===== config.mk =====
export PLATFORM = sky130hd
export DESIGN_NAME = oit_cell
export DESIGN_NICKNAME = d
export VERILOG_FILES = /design/src/rtl/core/assert_macros.svh /design/src/rtl/core/oit_pkg.sv /design/src/rtl/core/oit_cell.sv
export SDC_FILE = /design/constraint.sdc
export NUM_CORES = 1
export LEC_CHECK = 0
export ABC_CLOCK_PERIOD_IN_PS = 4860
export BUFFER_PORTS_ARGS = -buffer_cell sky130_fd_sc_hd__buf_2
export CELL_PAD_IN_SITES_DETAIL_PLACEMENT = 1
export CELL_PAD_IN_SITES_GLOBAL_PLACEMENT = 1
export CORE_AREA = 10 10 109 86
export CTS_CLUSTER_DIAMETER = 60
export DETAILED_ROUTE_END_ITERATION = 16
export DIE_AREA = 0 0 119 96
export PLACE_DENSITY_LB_ADDON = 0.1
export SLEW_MARGIN = 20
export SYNTH_ARGS = -nofsm -noshare
export SYNTH_HDL_FRONTEND = slang
export SYNTH_SLANG_ARGS = --single-unit

===== constraint.sdc =====
create_clock -name clk -period 4.86 [get_ports clk]
set_input_delay 0.486 -clock clk [delete_from_list [all_inputs] [get_ports clk]]
set_output_delay 0.486 -clock clk [all_outputs]
set_load 0.02 [all_outputs]

===== src/rtl/core/assert_macros.svh =====
// ---------------------------------------------------------------------------
// assert_macros: shared concurrent assertion helpers
// Clocked on clk, disabled while rst_n is low.
// ---------------------------------------------------------------------------
`ifndef ASSERT_MACROS_SVH
`define ASSERT_MACROS_SVH

// property holds at every edge
`define ASSERT_PROP(label, prop, msg) \
  label: assert property (@(posedge clk) disable iff (!rst_n) prop) else $error(msg);

// antecedent at one edge implies consequent at the next
`define ASSERT_NEXT(label, ante, cons, msg) \
  label: assert property (@(posedge clk) disable iff (!rst_n) (ante) |=> (cons)) \
    else $error(msg);

`endif


===== src/rtl/core/oit_pkg.sv =====
// ---------------------------------------------------------------------------
// oit_pkg: shared types for the ordered insert table
// Beat structs, command and status codes, cell control.
// ---------------------------------------------------------------------------
package oit_pkg;

  localparam int CAPACITY_DEF = 64;
  localparam int VALUE_W      = 32;
  localparam int INDEX_W      = 7;
  localparam int FOUND_W      = 6;

  typedef enum logic [1:0] {
    CMD_READ   = 2'd0,
    CMD_SEARCH = 2'd1,
    CMD_INSERT = 2'd2
  } cmd_t;

  typedef enum logic [2:0] {
    ST_OK            = 3'd0,
    ST_OUT_OF_BOUNDS = 3'd1,
    ST_FOUND         = 3'd2,
    ST_NOT_FOUND     = 3'd3,
    ST_FULL          = 3'd4
  } status_t;

  typedef enum logic [1:0] {
    CELL_HOLD,
    CELL_INSERT,
    CELL_ROTATE
  } cell_op_t;

  typedef struct packed {
    logic [1:0]                command;
    logic [INDEX_W-1:0]        index;
    logic signed [VALUE_W-1:0] value;
  } in_beat_t;

  typedef struct packed {
    status_t                   status;
    logic signed [VALUE_W-1:0] read_value;
    logic [FOUND_W-1:0]        found_index;
  } out_beat_t;

  typedef struct packed {
    cell_op_t           op;
    logic [VALUE_W-1:0] value;
  } cell_ctl_t;

endpackage


===== src/rtl/core/oit_cell.sv =====
// ---------------------------------------------------------------------------
// oit_cell: one entry of the table row
// Holds a word; shifts up on insert, rotates toward the head on scan.
// ---------------------------------------------------------------------------
module oit_cell #(
  parameter int CAPACITY = oit_pkg::CAPACITY_DEF,
  parameter int POS      = 0,
  localparam int CW      = $clog2(CAPACITY + 1)
) (
  input  logic                         clk,
  input  oit_pkg::cell_ctl_t           ctl,
  input  logic [CW-1:0]                ins_pos,
  input  logic [CW-1:0]                count,
  input  logic [oit_pkg::VALUE_W-1:0]  left_data,
  input  logic [oit_pkg::VALUE_W-1:0]  right_data,
  input  logic [oit_pkg::VALUE_W-1:0]  head_data,
  output logic [oit_pkg::VALUE_W-1:0]  data_o
);
  import oit_pkg::*;

  localparam logic [CW-1:0] MY_POS = CW'(POS);

  logic [VALUE_W-1:0] data_r, data_nxt;

  always_comb begin
    data_nxt = data_r;
    case (ctl.op)
      CELL_HOLD: ;
      CELL_INSERT: begin
        if (MY_POS == ins_pos) begin
          data_nxt = ctl.value;
        end else if (MY_POS > ins_pos) begin
          data_nxt = left_data;
        end
      end
      CELL_ROTATE: begin
        // live ring is positions 0..count-1; tail wraps to the head word
        if (MY_POS < count) begin
          data_nxt = (MY_POS == count - CW'(1)) ? head_data : right_data;
        end
      end
      default: ;
    endcase
  end

  always_ff @(posedge clk) begin
    data_r <= data_nxt;
  end

  assign data_o = data_r;

endmodule


==> After elaboration in Yosys (flattened, before gate mapping) <==
Index checks and enable logic that the tools add are counted.
{ "op_classes": {"n_eq_ne": 4, "reduce_logical": 4, "mux": 5, "n_lt_le_gt_ge": 2, "n_addsub": 1} }
{ "ops": {"columns": ["op", "n"], "rows": [
  ["two-way mux 32 bit", 4],
  ["case mux 32 bit (2 select lines)", 1],
  ["logical NOT 7 bit", 2],
  ["greater-than comparator 1 x 7 -> 1 bit, first input constant", 1],
  ["< comparator 1 x 7 -> 1 bit, first input constant", 1],
  ["subtractor 7 x 1 -> 7 bit, second input constant", 1],
  ["!= test 3 bit, second input constant", 1],
  ["AND reduction 3 bit", 1],
  ["== test 2 x 1 -> 1 bit, second input constant", 1],
  ["== test 2 bit, second input constant", 1],
  ["!= test 2 bit, second input constant", 1],
  ["nonzero test 2 bit", 1]
]} }
{ "word_totals": {"input_bits": 145, "out_inout_bits": 32, "register_bits": 32} }

==> Longest topological paths before layout <==
{ "logic_depth": {"depth_word": 5, "mapped_depth": 6, "depth_no_buf": 4} }

==> Worst setup path before layout <==
Ideal clock, no wire load.
{ "synth_timing": {"kind": "input port to flip-flop", "start": "input ins_pos[3]", "end": "register data_r[0], in the netlist data_o[0] (enable)", "setup_time_ps": 389, "path_stages": 5, "arrival_ps": 2388, "path_slack_ps": 2082, "cell_sequence": "or4_4 -> nor4_4 -> buf_2 -> nand3b_1 -> nand2_1"} }
{ "synth_between": {"elab_chain_cells": 3} }
{ "synth_rtl": {"columns": ["item", "line", "rtl"], "rows": [
  ["start, declared", "oit_cell.sv:12", "input logic [CW-1:0] ins_pos,"],
  ["greater-than comparator 1 x 7 -> 1 bit or logical NOT 7 bit (tied branches)", "oit_cell.sv:32, oit_cell.sv:30", null],
  ["!= test 3 bit (no source line) *", null, null],
  ["AND reduction 3 bit (no source line) *", null, null],
  ["end signal, assigned", "oit_cell.sv:47", "data_r <= data_nxt;"],
  ["end, declared", "oit_cell.sv:23", "logic [VALUE_W-1:0] data_r, data_nxt;"]
]} }
Every way passes the cells marked *; elsewhere a longest branch is shown, timed or not.
A chain may end at the register's enable or synchronous reset.

==> Worst setup path after layout <==
{ "layout_timing": {"start": "input ins_pos[3]", "end": "register data_r[11], in the netlist data_o[11] (enable)"} }
Same word-level chain as after synthesis.

==> flow_metrics.py <==
metrics = {
    "yosys": {
        "ys_ff_latch": 32,
        "avgSynthCellArea_um2": 10.4,
        "postSynthCellCount": 191,
        "synth_most_common_cell": "mux2i_1",
        "ys.flop_type": "edfxtp_1",
        "synth_edf_count": 32,
        "synth_area_leaders": "edfxtp_1, mux2i_1, a22oi_1",
        "synth_area_um2": 1990,
        "synth_top_area_cell": "edfxtp_1",
        "ys_types": 21,
        "async_reset_ff_frac": 0,
        "yosysTopAreaCellShare": 0.483,
        "yosysSeqAreaShare": 0.483,
        "synthTopCellsByCount": "mux2i_1, nand2_1, a21oi_1",
        "yosys_warnings": 0,
        "synth_nets": 336,
    },
    "finish": {
        "syn_to_final_growth_pct": 52.7,
        "stdcell_count": 466,
        "fin_nets": 507,
        "fillers": 914,
        "final_cell_area_um2": 3040,
        "largest_reg_flops": 32,
        "drive_gt1_frac": 0.518,
    },
    "power": {
        "leakage_uw": 0.00142,
        "finalPower_uw": 692,
        "ir_worst_vdd_uv": 86.6,
        "cellPowerDensity_nw_per_um2": 228,
    },
    "critical_path": {
        "crit_type": "in -> reg",
        "worst-path-max-fanout": 33,
        "start_kind": "primary input",
        "crit_required_ns": 4.82,
        "endpoint_kind": "flip-flop",
        "crit_arrival_ns": 2.68,
    },
    "grt": {
        "antenna_found_initial": 4,
        "grt_start_max_net_pins": 34,
        "grt_pass1_wl_mm": 12.9,
        "overflow": 0,
        "track_usage": 0.144,
        "first_global_vias": 2494,
    },
    "detailed_routing": {
        "routedWlPerCell_um": 18.4,
        "postRouteAntennaNets": 0,
        "route.detailed.drc": 0,
        "detail_route.first_pass.iterations": 4,
        "top_layer_used": "met5",
        "drt_iter0_drc": 67,
        "wl_met2_mm": 4.27,
        "wl_met1_mm": 3.35,
        "wl_mm": 8.59,
        "num_vias": 2197,
        "viasPerCell": 4.71,
        "wl_met3_um": 841,
    },
    "floorplan": {
        "initial_core_util": 0.275,
        "die_y_um": 96,
        "std_cell_rows": 27,
        "dieArea_um2": 11400,
        "ios": 177,
        "coreArea_um2": 7230,
        "die_w_um": 119,
    },
    "timing": {
        "finalHoldViolations": 0,
        "clock.fmax_mhz": 367,
        "worst_pin_slew_ns": 1.01,
        "setup_viol": 0,
        "period_share": 0.560,
        "finalMaxSlewViolations": 0,
        "finalSetupTns_ns": 0,
        "rsz0062_at_grt": "false",
        "min_period_ns": 2.72,
        "slew_headroom": 0.325,
    },
    "place": {
        "io_buffers": 176,
        "routabilityCongestion": 0.732,
        "dp.cells": 456,
        "hpwl_mm": 7.09,
        "dpl-instance-area_um2": 2950,
    },
    "clocking": {
        "clkTransAtPathRegs_ns": 0.06,
        "cts-root-buf": "clkbuf_8",
        "clockBufferDepth": 2,
        "cts.repair.resized": 0,
        "htree_levels": 2,
        "hold_buffers": 0,
        "cts_tree": "yes",
        "post_cts_buffers": 0,
        "numCtsBuffers": 5,
        "cts.sinks": 32,
    },
    "job": {
        "max_cap_violations": 0,
    },
    "hold_path": {
        "hp-start": "left_data[17]",
        "whs_endpoint": "data_o[17]$_DFFE_PP_",
        "hold_path.class": "in -> reg",
        "hold_depth": 3,
    },
    "run_status": {
        "outcome": "completed",
    },
}
==> area by class of cell <==
cell class / instances / area, µm² / share of cell area
sequential: 32 / 961 / 0.316
multi-input combinational: 143 / 955 / 0.314
timing repair buffer: 180 / 911 / 0.300
tap: 101 / 126 / 0.0416
clock buffer: 7 / 76.3 / 0.0251
antenna: 2 / 5.00 / 0.00165
clock inverter: 1 / 3.75 / 0.00124
==> power by group <==
| part | internal [µW] | switching (µW) |
|---|---|---|
| Sequential | 330 | 4.63 |
| Clock | 99.5 | 90.8 |
| Combinational | 79.0 | 88.4 |
==> per-stage QoR <==
step,hold slack [ns],utilization,setup WS (ns)
2_1_floorplan,0.747,-,2.08
3_3_place_gp,0.858,0.408,1.82
3_5_place_dp,0.859,0.408,1.80
4_1_cts,0.562,0.420,2.10
5_1_grt,0.573,0.420,1.93
6_report,0.572,0.420,2.14
==> how the worst max path moves through the flow <==
| stage | from | endpoint | slack [ns] | cells past startpoint |
|---|---|---|---|---|
| after floorplan | ins_pos[3] | data_o[0]$_DFFE_PP_ | 2.08 | 5 |
| after global routing | ins_pos[3] | data_o[11]$_DFFE_PP_ | 1.93 | 7 |
| final | ins_pos[3] | data_o[11]$_DFFE_PP_ | 2.14 | 7 |
| after detailed placement | ins_pos[3] | data_o[27]$_DFFE_PP_ | 1.80 | 7 |
| after global placement | ins_pos[3] | data_o[10]$_DFFE_PP_ | 1.82 | 7 |
| after CTS | ins_pos[3] | data_o[8]$_DFFE_PP_ | 2.10 | 7 |
==> layer usage <==
metal  global-route usage  up-vias
li1                     -     1069
met1                0.147     1014
met2                0.260       98
met3               0.0725       12
met4               0.0385        4
met5                    0        -
==> cell usage in the layout, fill, tap and decap left out, types with 2 or more instances in the layout <==
cell,netlist,routed
buf_2,4,176
buf_4,1,4
a21oi_1,34,34
clkbuf_8,0,5
diode_2,0,2
nand2_1,36,36
edfxtp_1,32,32
a22oi_1,24,24
mux2i_1,38,38
clkbuf_1,8,2
==> cell families after synthesis <==
family	after synthesis	share of synthesized area
muxes	38	0.191
DFF	32	0.483
buffers and inverters	16	0.0384
and+or+nand+nor	46	0.109
AOI/OAI and AO/OA	59	0.179
==> critical path, stage by stage <==
cell and delay (ns):
buf_2 0.10, or4_4 0.55, nor4_4 0.14, buf_4 0.46, nand3b_1 0.12, nand2_1 0.42
buf_4 0.38
Note: power is estimated with default switching activity, not from simulation.
